<file path="config.mk">
export PLATFORM = sky130hd
export DESIGN_NAME = dwvp_lane
export DESIGN_NICKNAME = d
export VERILOG_FILES = /design/src/rtl/core/dwvp_pkg.sv /design/src/rtl/core/dwvp_lane.sv
export SDC_FILE = /design/constraint.sdc
export NUM_CORES = 2
export LEC_CHECK = 0
export BUFFER_PORTS_ARGS = -buffer_cell sky130_fd_sc_hd__buf_2
export CAP_MARGIN = 20
export CORE_MARGIN = 2
export CORE_UTILIZATION = 53
export CTS_CLUSTER_DIAMETER = 40
export DETAILED_ROUTE_END_ITERATION = 10
export GPL_ROUTABILITY_DRIVEN = 0
export PLACE_DENSITY_LB_ADDON = 0.05
export SYNTH_ARGS = -nofsm -noshare
export SYNTH_HDL_FRONTEND = slang
export SYNTH_SLANG_ARGS = --single-unit
</file>
<file path="constraint.sdc">
create_clock -name aclk -period 21.2 [get_ports aclk]
set_input_delay 4.24 -clock aclk [delete_from_list [all_inputs] [get_ports aclk]]
set_output_delay 4.24 -clock aclk [all_outputs]
set_load 0.05 [all_outputs]
</file>
<file path="src/rtl/core/dwvp_pkg.sv">
package dwvp_pkg;

    localparam int IN_DATA_W  = 64;
    localparam int OUT_DATA_W = 32;
    localparam int DUTY_W     = 12;
    localparam int CFG_IDX_W  = 3;
    localparam int MAG_W      = 64;

    // operation codes carried on s_tuser
    localparam logic OP_SAMPLE = 1'b0;
    localparam logic OP_CLEAR  = 1'b1;

    // configuration register indexes
    localparam logic [CFG_IDX_W-1:0] REG_KP     = 3'd0;
    localparam logic [CFG_IDX_W-1:0] REG_KI     = 3'd1;
    localparam logic [CFG_IDX_W-1:0] REG_KD     = 3'd2;
    localparam logic [CFG_IDX_W-1:0] REG_TARGET = 3'd3;
    localparam logic [CFG_IDX_W-1:0] REG_VSCALE = 3'd4;
    localparam logic [CFG_IDX_W-1:0] REG_FS     = 3'd5;

    localparam logic [31:0] KP_RESET     = 32'd65536;
    localparam logic [31:0] KI_RESET     = 32'd6554;
    localparam logic [31:0] KD_RESET     = 32'd655360;
    localparam logic [31:0] VSCALE_RESET = 32'd65536;
    localparam logic [30:0] FS_RESET     = 31'd655360;

    // each gain term saturates to +-2^61
    localparam logic [MAG_W-1:0] TERM_LIMIT = 64'h2000_0000_0000_0000;

    typedef struct packed {
        logic [31:0]        kp;
        logic [31:0]        ki;
        logic [31:0]        kd;
        logic signed [31:0] target;
        logic [31:0]        vscale;
        logic [30:0]        fs;
    } cfg_t;

    typedef struct packed {
        logic start;
        logic clear;
        logic ack;
    } lane_ctl_t;

    typedef struct packed {
        logic              done;
        logic [DUTY_W-1:0] duty;
        logic              clamped;
    } lane_res_t;

endpackage

</file>
<file path="src/rtl/core/dwvp_lane.sv">
module dwvp_lane
    import dwvp_pkg::*;
#(
    parameter int DUTY_MAX   = 4095,
    parameter int SUM_BITS   = 48,
    parameter int COUNT_BITS = 32
) (
    input  logic               aclk,
    input  logic               aresetn,
    input  cfg_t               cfg,
    input  lane_ctl_t          ctl,
    input  logic signed [31:0] count,
    output lane_res_t          res
);

    localparam int DW    = $clog2(DUTY_MAX + 1);
    localparam int DVD_W = 31 + DW;
    localparam int CNT_W = $clog2(DW);

    localparam logic [SUM_BITS-1:0] SUM_MAX = {1'b0, {(SUM_BITS-1){1'b1}}};
    localparam logic [SUM_BITS-1:0] SUM_MIN = {1'b1, {(SUM_BITS-1){1'b0}}};

    localparam logic [3:0] ST_IDLE  = 4'd0;
    localparam logic [3:0] ST_DELTA = 4'd1;
    localparam logic [3:0] ST_VEL   = 4'd2;
    localparam logic [3:0] ST_SATV  = 4'd3;
    localparam logic [3:0] ST_ERR   = 4'd4;
    localparam logic [3:0] ST_SUM   = 4'd5;
    localparam logic [3:0] ST_MAGS  = 4'd6;
    localparam logic [3:0] ST_MLO   = 4'd7;
    localparam logic [3:0] ST_MHI   = 4'd8;
    localparam logic [3:0] ST_TERM  = 4'd9;
    localparam logic [3:0] ST_ACC   = 4'd10;
    localparam logic [3:0] ST_CLAMP = 4'd11;
    localparam logic [3:0] ST_DMUL  = 4'd12;
    localparam logic [3:0] ST_DINIT = 4'd13;
    localparam logic [3:0] ST_DIV   = 4'd14;
    localparam logic [3:0] ST_DONE  = 4'd15;

    localparam logic [1:0] OP_P = 2'd0;
    localparam logic [1:0] OP_D = 2'd1;
    localparam logic [1:0] OP_I = 2'd2;

    function automatic logic [MAG_W-1:0] mag64(input logic [MAG_W-1:0] v);
        return v[MAG_W-1] ? (~v + 64'd1) : v;
    endfunction

    // control
    logic [3:0]       state_reg, state_next;
    logic [1:0]       op_reg, op_next;
    logic [CNT_W-1:0] cnt_reg, cnt_next;

    // controller state
    logic [COUNT_BITS-1:0]      last_count_reg, last_count_next;
    logic signed [SUM_BITS-1:0] sum_reg, sum_next;
    logic signed [31:0]         last_err_reg, last_err_next;

    // working registers
    logic [COUNT_BITS-1:0] delta_reg, delta_next;
    logic [31:0]           dmag_reg, dmag_next;
    logic                  dneg_reg, dneg_next;
    logic [63:0]           prod_reg, prod_next;
    logic signed [31:0]    vel_reg, vel_next;
    logic signed [31:0]    err_reg, err_next;
    logic signed [32:0]    diff_reg, diff_next;
    logic [MAG_W-1:0]      mag_reg [3];
    logic [MAG_W-1:0]      mag_next [3];
    logic [2:0]            neg_reg, neg_next;
    logic [63:0]           plo_reg, plo_next;
    logic [61:0]           r_reg, r_next;
    logic                  tneg_reg, tneg_next;
    logic signed [63:0]    acc_reg, acc_next;
    logic [30:0]           clamp_reg, clamp_next;
    logic [30:0]           rem_reg, rem_next;
    logic [DW-1:0]         qd_reg, qd_next;
    logic [DUTY_W-1:0]     duty_reg, duty_next;
    logic                  clamped_reg, clamped_next;

    // arithmetic helpers
    logic [31:0]           mul_a, mul_b;
    logic [31:0]           gain_sel;
    logic [63:0]           term_ext;
    logic signed [63:0]    acc_add;
    logic signed [32:0]    err_wide;
    logic signed [SUM_BITS:0] sum_wide;
    logic [63:0]           term_raw;
    logic [31:0]           trial;
    logic                  trial_ge;

    always_comb begin
        unique case (op_reg)
            OP_P:    gain_sel = cfg.kp;
            OP_D:    gain_sel = cfg.kd;
            OP_I:    gain_sel = cfg.ki;
            default: gain_sel = cfg.kp;
        endcase
    end

    assign term_ext = 64'(r_reg);
    assign acc_add  = tneg_reg ? (acc_reg - $signed(term_ext)) : (acc_reg + $signed(term_ext));
    assign err_wide = 33'(cfg.target) - 33'(vel_reg);
    assign sum_wide = (SUM_BITS+1)'(sum_reg) + (SUM_BITS+1)'(err_reg);
    assign term_raw = (prod_reg << 16) + (plo_reg >> 16);
    assign trial    = {rem_reg, qd_reg[DW-1]};
    assign trial_ge = trial >= {1'b0, cfg.fs};
    assign prod_next = mul_a * mul_b;

    always_comb begin
        state_next      = state_reg;
        op_next         = op_reg;
        cnt_next        = cnt_reg;
        last_count_next = last_count_reg;
        sum_next        = sum_reg;
        last_err_next   = last_err_reg;
        delta_next      = delta_reg;
        dmag_next       = dmag_reg;
        dneg_next       = dneg_reg;
        vel_next        = vel_reg;
        err_next        = err_reg;
        diff_next       = diff_reg;
        mag_next        = mag_reg;
        neg_next        = neg_reg;
        plo_next        = plo_reg;
        r_next          = r_reg;
        tneg_next       = tneg_reg;
        acc_next        = acc_reg;
        clamp_next      = clamp_reg;
        rem_next        = rem_reg;
        qd_next         = qd_reg;
        duty_next       = duty_reg;
        clamped_next    = clamped_reg;
        mul_a           = gain_sel;
        mul_b           = mag_reg[op_reg][31:0];

        unique case (state_reg)
            ST_IDLE: begin
                if (ctl.clear) begin
                    last_count_next = '0;
                    sum_next        = '0;
                    last_err_next   = '0;
                    duty_next       = '0;
                    clamped_next    = 1'b0;
                    state_next      = ST_DONE;
                end else if (ctl.start) begin
                    last_count_next = count[COUNT_BITS-1:0];
                    delta_next      = count[COUNT_BITS-1:0] - last_count_reg;
                    state_next      = ST_DELTA;
                end
            end
            ST_DELTA: begin
                dneg_next  = delta_reg[COUNT_BITS-1];
                dmag_next  = 32'(delta_reg[COUNT_BITS-1] ? (COUNT_BITS'(0) - delta_reg)
                                                         : delta_reg);
                state_next = ST_VEL;
            end
            ST_VEL: begin
                mul_a      = cfg.vscale;
                mul_b      = dmag_reg;
                state_next = ST_SATV;
            end
            ST_SATV: begin
                if (!dneg_reg) begin
                    vel_next = (prod_reg > 64'h7FFF_FFFF) ? 32'sh7FFF_FFFF
                                                          : $signed(prod_reg[31:0]);
                end else begin
                    vel_next = (prod_reg > 64'h8000_0000) ? $signed(32'h8000_0000)
                                                          : $signed(32'd0 - prod_reg[31:0]);
                end
                state_next = ST_ERR;
            end
            ST_ERR: begin
                if (err_wide[32] != err_wide[31]) begin
                    err_next = err_wide[32] ? $signed(32'h8000_0000) : 32'sh7FFF_FFFF;
                end else begin
                    err_next = err_wide[31:0];
                end
                state_next = ST_SUM;
            end
            ST_SUM: begin
                if (sum_wide[SUM_BITS] != sum_wide[SUM_BITS-1]) begin
                    sum_next = sum_wide[SUM_BITS] ? SUM_MIN : SUM_MAX;
                end else begin
                    sum_next = sum_wide[SUM_BITS-1:0];
                end
                diff_next     = 33'(err_reg) - 33'(last_err_reg);
                last_err_next = err_reg;
                state_next    = ST_MAGS;
            end
            ST_MAGS: begin
                mag_next[OP_P] = mag64(64'(err_reg));
                mag_next[OP_D] = mag64(64'(diff_reg));
                mag_next[OP_I] = mag64(64'(sum_reg));
                neg_next       = {sum_reg[SUM_BITS-1], diff_reg[32], err_reg[31]};
                acc_next       = '0;
                op_next        = OP_P;
                state_next     = ST_MLO;
            end
            ST_MLO: begin
                // fold in the term of the previous gain while this one multiplies
                if (op_reg != OP_P) begin
                    acc_next = acc_add;
                end
                state_next = ST_MHI;
            end
            ST_MHI: begin
                mul_b      = mag_reg[op_reg][63:32];
                plo_next   = prod_reg;
                state_next = ST_TERM;
            end
            ST_TERM: begin
                if (prod_reg[63:45] != '0 || term_raw > TERM_LIMIT) begin
                    r_next = TERM_LIMIT[61:0];
                end else begin
                    r_next = term_raw[61:0];
                end
                tneg_next = neg_reg[op_reg];
                if (op_reg == OP_I) begin
                    state_next = ST_ACC;
                end else begin
                    op_next    = op_reg + 2'd1;
                    state_next = ST_MLO;
                end
            end
            ST_ACC: begin
                acc_next   = acc_add;
                state_next = ST_CLAMP;
            end
            ST_CLAMP: begin
                if (acc_reg[63]) begin
                    clamp_next   = '0;
                    clamped_next = 1'b1;
                end else if (acc_reg[62:0] > 63'(cfg.fs)) begin
                    clamp_next   = cfg.fs;
                    clamped_next = 1'b1;
                end else begin
                    clamp_next   = acc_reg[30:0];
                    clamped_next = 1'b0;
                end
                state_next = ST_DMUL;
            end
            ST_DMUL: begin
                mul_a      = 32'(clamp_reg);
                mul_b      = 32'(DUTY_MAX);
                state_next = ST_DINIT;
            end
            ST_DINIT: begin
                if (cfg.fs == '0) begin
                    duty_next  = '0;
                    state_next = ST_DONE;
                end else begin
                    // product is below fs * 2^DW, so the top part is already below fs
                    rem_next   = prod_reg[DVD_W-1:DW];
                    qd_next    = prod_reg[DW-1:0];
                    cnt_next   = CNT_W'(DW - 1);
                    state_next = ST_DIV;
                end
            end
            ST_DIV: begin
                rem_next = trial_ge ? 31'(trial - {1'b0, cfg.fs}) : trial[30:0];
                qd_next  = {qd_reg[DW-2:0], trial_ge};
                cnt_next = cnt_reg - 1'b1;
                if (cnt_reg == '0) begin
                    duty_next  = DUTY_W'({qd_reg[DW-2:0], trial_ge});
                    state_next = ST_DONE;
                end
            end
            ST_DONE: begin
                if (ctl.ack) begin
                    state_next = ST_IDLE;
                end
            end
            default: state_next = ST_IDLE;
        endcase
    end

    always_ff @(posedge aclk) begin
        if (!aresetn) begin
            state_reg      <= ST_IDLE;
            op_reg         <= OP_P;
            cnt_reg        <= '0;
            last_count_reg <= '0;
            sum_reg        <= '0;
            last_err_reg   <= '0;
        end else begin
            state_reg      <= state_next;
            op_reg         <= op_next;
            cnt_reg        <= cnt_next;
            last_count_reg <= last_count_next;
            sum_reg        <= sum_next;
            last_err_reg   <= last_err_next;
        end
    end

    always_ff @(posedge aclk) begin
        delta_reg   <= delta_next;
        dmag_reg    <= dmag_next;
        dneg_reg    <= dneg_next;
        prod_reg    <= prod_next;
        vel_reg     <= vel_next;
        err_reg     <= err_next;
        diff_reg    <= diff_next;
        mag_reg     <= mag_next;
        neg_reg     <= neg_next;
        plo_reg     <= plo_next;
        r_reg       <= r_next;
        tneg_reg    <= tneg_next;
        acc_reg     <= acc_next;
        clamp_reg   <= clamp_next;
        rem_reg     <= rem_next;
        qd_reg      <= qd_next;
        duty_reg    <= duty_next;
        clamped_reg <= clamped_next;
    end

    assign res.done    = (state_reg == ST_DONE);
    assign res.duty    = duty_reg;
    assign res.clamped = clamped_reg;

endmodule

</file>
======== Yosys cells after proc, flatten, opt, wreduce, memory -nomap -nowiden ========
Index checks and enable logic that the tools add are counted.
word-level totals
  bits in registers ....................... 821
  output and inout bits ................... 14
  word-level logic and storage cells ...... 160
cells by class
  $add $sub $neg .......................... 15
  $mul .................................... 1
  order comparisons ....................... 7
  equality and inequality tests ........... 27
  multiplexer cells ....................... 53
  bitwise operators ....................... 5
  reduce and logical (&&, ||, !) cells .... 22
operators with widths
  cell                                                                    number
  32-bit 2-to-1 mux                                                       9
  64-bit 2-to-1 mux                                                       4
  64-bit by 1-bit adder with 64-bit output, second input constant         3
  64-bit NOT                                                              3
  32-bit one-hot mux with 2 select lines                                  3
  64-bit one-hot mux with 3 select lines                                  1
  31-bit 2-to-1 mux                                                       5
  48-bit 2-to-1 mux                                                       3
  64-bit binary-select mux with 2-bit select                              1
  32-bit one-hot mux with 3 select lines                                  1
  48-bit one-hot mux with 2 select lines                                  1
  32-bit by 32-bit subtractor with 33-bit output                          2
  64-bit by 48-bit adder with 64-bit output                               1
  64-bit by 63-bit adder with 64-bit output                               1
  64-bit by 31-bit > comparator with 1-bit output, second input constant  1
  64-bit by 32-bit > comparator with 1-bit output, second input constant  1
  64-bit by 62-bit > comparator with 1-bit output, second input constant  1
  32-bit by 32-bit multiplier with 64-bit output                          1
  4-bit one-hot mux with 16 select lines                                  1
  1-bit by 32-bit subtractor with 32-bit output, first input constant     2
  64-bit by 63-bit subtractor with 64-bit output                          1
  63-bit by 31-bit > comparator with 1-bit output                         1
  31-bit one-hot mux with 2 select lines                                  1
  48-bit by 32-bit adder with 49-bit output                               1
  38 further kinds                                                        81

======== Longest topological paths before layout ========
  word-level depth ........................ 6
  mapped depth ............................ 40
  gate-level depth less buffers ........... 36

======== Worst setup path before layout ========
No wires, ideal clock.
  path kind ............................... register to register
  start ................................... register state_reg[1]
  end ..................................... register op_reg[1]
  library setup time ...................... 58 ps
  arrival time ............................ 15169 ps
  data required time ...................... 21142 ps
  path slack .............................. 5974 ps
  cell stages (with the launch flop) ...... 7
  period minus slack after synthesis ...... 15226 ps
  cell sequence ........................... dfxtp_1 > clkbuf_1 > nand2_1 > nor3_1 > nand2b_1 > and3_1 > o21a_1
on the way
  word-level cells in the longest chain between the ends .. 3
ends and longest elaborated chain
  element                                                                                RTL line          RTL
  start: declaration                                                                     dwvp_lane.sv:49   logic [3:0] state_reg, state_next;
  start signal: assignment                                                               dwvp_lane.sv:285  state_reg <= state_next;
  4-bit equality test or 4-bit by 3-bit equality test with 1-bit output (tied branches)  dwvp_lane.sv:135  unique case (state_reg)
  2-bit inequality test (no source line) or 2-bit nonzero test (tied branches)           -
  2-bit AND reduction (no source line)                                                   -
  end signal: assignment                                                                 dwvp_lane.sv:286  op_reg <= op_next;
  end: declaration                                                                       dwvp_lane.sv:50   logic [1:0] op_reg, op_next;
Several ways; a longest one is shown, not always the timed one.
A chain may end at the register's enable or synchronous reset.

======== Worst setup path in the final report ========
  start ................................... input cfg[142] (netlist name)
  end ..................................... register prod_reg[61]
on the way
  word-level cells in the longest chain between the ends .. 3
ends and longest elaborated chain
  element                                         RTL line          RTL
  start: declaration                              dwvp_lane.sv:10   input cfg_t cfg,
  32-bit one-hot mux with 2 select lines          dwvp_lane.sv:91   unique case (op_reg)
  32-bit one-hot mux with 2 select lines          dwvp_lane.sv:135
  32-bit by 32-bit multiplier with 64-bit output  dwvp_lane.sv:106  assign prod_next = mul_a * mul_b;
  net prod_next[61]                               dwvp_lane.sv:62   logic [63:0] prod_reg, prod_next;
  end signal: assignment                          dwvp_lane.sv:298  prod_reg <= prod_next;
  end: declaration                                dwvp_lane.sv:62
The timed path passes the listed nets, and every way through them passes these cells.

==> reports/results.tsv <==
metric	value	unit
vias	68300	
hpwl	209	mm
tns	0	ps
holdWs	437	ps
clock-root-buffer	clkbuf_16	
die_h	400	µm
dp.cells	11100	
skew	35.6	ps
rows	145	
grt_pass1_vias	67400	
yosys.area.top_type	edfxtp_1	
die_area	160000	µm²
cts_tree	done	
worst_setup_path_start_kind	input port	
drive_above_1_share	0.0833	
port_buffers	241	
routed_wl	272	mm
grt_start_max_net_pins	187	
cts_sinks	805	
rsz0062_at_grt	false	
end_kind	flip-flop	
yosys-top-cells-count	inv_1 (1185), nor2_1 (1080), fa_1 (903)	
firstDrtPassIters	6	
synth_cells	9036	
synthToLayoutAreaGrowth	10.9	%
clk_pin_slew_worst_paths	50	ps
setup_viol_count_final	0	
cts_setup_buffers	0	
overflow	0	
die_w	400	µm
drt-met1-wl	107	mm
critPathRequiredTime	21830	ps
cp_slowest_cell	a211oi_1	
synth_top_area_frac	0.224	
ys.flop_type	edfxtp_1	
clock.fmax	77.0	MHz
synthesis.area	82900	µm²
ant_nets	0	
htreeDepth	4	
crit_fanout	24	
period_share	0.613	
min_path_type	flip-flop to flip-flop	
hold_buffers	0	
fp.coreArea	156000	µm²
crit_arrival	13620	ps
final_cells	11400	
wl_per_cell	23.8	µm
critPathKind	input port to flip-flop	
ctsResizeCount	0	
period_minus_slack	12990	ps
run_status	completed	
antenna_found_initial	5	
n_fill_cell	13700	
nets	10900	
synth_most_common_cell	inv_1	
grt_first_pass_wirelength	409	mm
hold_viol_final	0	
ys_seq_area_frac	0.269	
synth_edf_count	619	
crit_buf_inv	8	
groute.usage.overall	0.341	
start_util	0.532	
path_common_cell	fa_1	
netlist_top_cells_area	edfxtp_1 (22%), fa_1 (22%), ha_1 (8.7%)	
syn_area_per_cell	9.18	µm²
drcViolationCount	0	
synth-seq-cells	805	
wl_met2	123	mm
tightest_slew	1130	ps
timing.max_cap.violations	0	
first_iter_violations	6514	
async_flop_share	0	
dr_wl_met3	23.1	mm
final_max_slew_viol_count	0	
vias_per_cell	5.99	
synth_cell_types	89	
fin_area	92000	µm²
clk_path_buf_depth	3	
path_delay_family	adder cells	
cpPeakStageDelay	850	ps
ys_warn_count	0	
largest_reg_flops	192	
pin_count	242	
relSlewSlack	0.246	
clock_latency	780	ps
top_layer_used	met5	
numCtsBuffers	141	
dpl_cell_area	87200	µm²
-- cell type report --
cell class / count / area, µm² / area share
repair buffers: 404 / 2480 / 0.0270
clock inverters: 104 / 1100 / 0.0120
clock buffers: 157 / 3660 / 0.0398
diodes: 2 / 5.00 / 0.0000544
multi-input cells: 6687 / 55400 / 0.602
flip-flops and latches: 805 / 22300 / 0.243
well taps: 2058 / 2570 / 0.0280
inverters: 1187 / 4460 / 0.0484
-- path summary, 6_finish.rpt --
check / from / to / slack [ps] / depth (start not counted)
worst max-delay path: cfg[142] / prod_reg[61] / 8210 / 32
worst min-delay path: prod_reg[48] / plo_reg[48] / 440 / 0
worst min register to register: prod_reg[48] / plo_reg[48] / 440 / 0
worst max register to register: state_reg[2] / prod_reg[61] / 9070 / 34
-- cells by family (layout without fill, tap and decap cells) --
kind of cell / Yosys count / in the layout / synth area share
AND/OR/NAND/NOR: 2693 / 2693 / 0.144
other: 1 / 80 / 0.0000452
buffers and inverters: 1621 / 1852 / 0.0734
multiplexers: 104 / 104 / 0.0126
XOR/XNOR: 487 / 487 / 0.0514
flip-flops: 805 / 805 / 0.269
AO/OA/AOI/OAI: 1841 / 1841 / 0.144
adder cells (fa/ha/maj): 1484 / 1484 / 0.305
-- placed cells by master, fill, tap and decap left out, types with 74 or more instances in the layout --
cell type  instances
nor3_1            98
a22oi_1          136
nand2b_1          74
nand3_1          145
o21ai_0          365
mux2i_1          102
buf_4            158
ha_1             573
clkbuf_16        143
nand2_1          813
dfxtp_1          184
xor2_1           112
xnor2_1          374
inv_1           1185
nor2_1          1073
a21o_1           216
a21oi_1          516
fa_1             903
buf_2            242
a211oi_1          77
conb_1            78
edfxtp_1         619
-- routing by layer --
layer  global-route usage  vias to the layer above
met5                    0                        -
met4                0.196                        4
met3               0.0666                      744
met2                0.536                     2975
met1                0.440                    33700
li1                     -                    30800
-- through the flow --
step                worst slack (ps)   util
finish                          8210  0.590
detailed placement              7530  0.560
global placement                7580  0.559
CTS                             8290  0.590
floorplan                       5970      -
global route                    7800  0.590
Power is left out: the tool's default activity adds up to more than one toggle a clock period on the data nets, which glitch-free logic cannot reach.
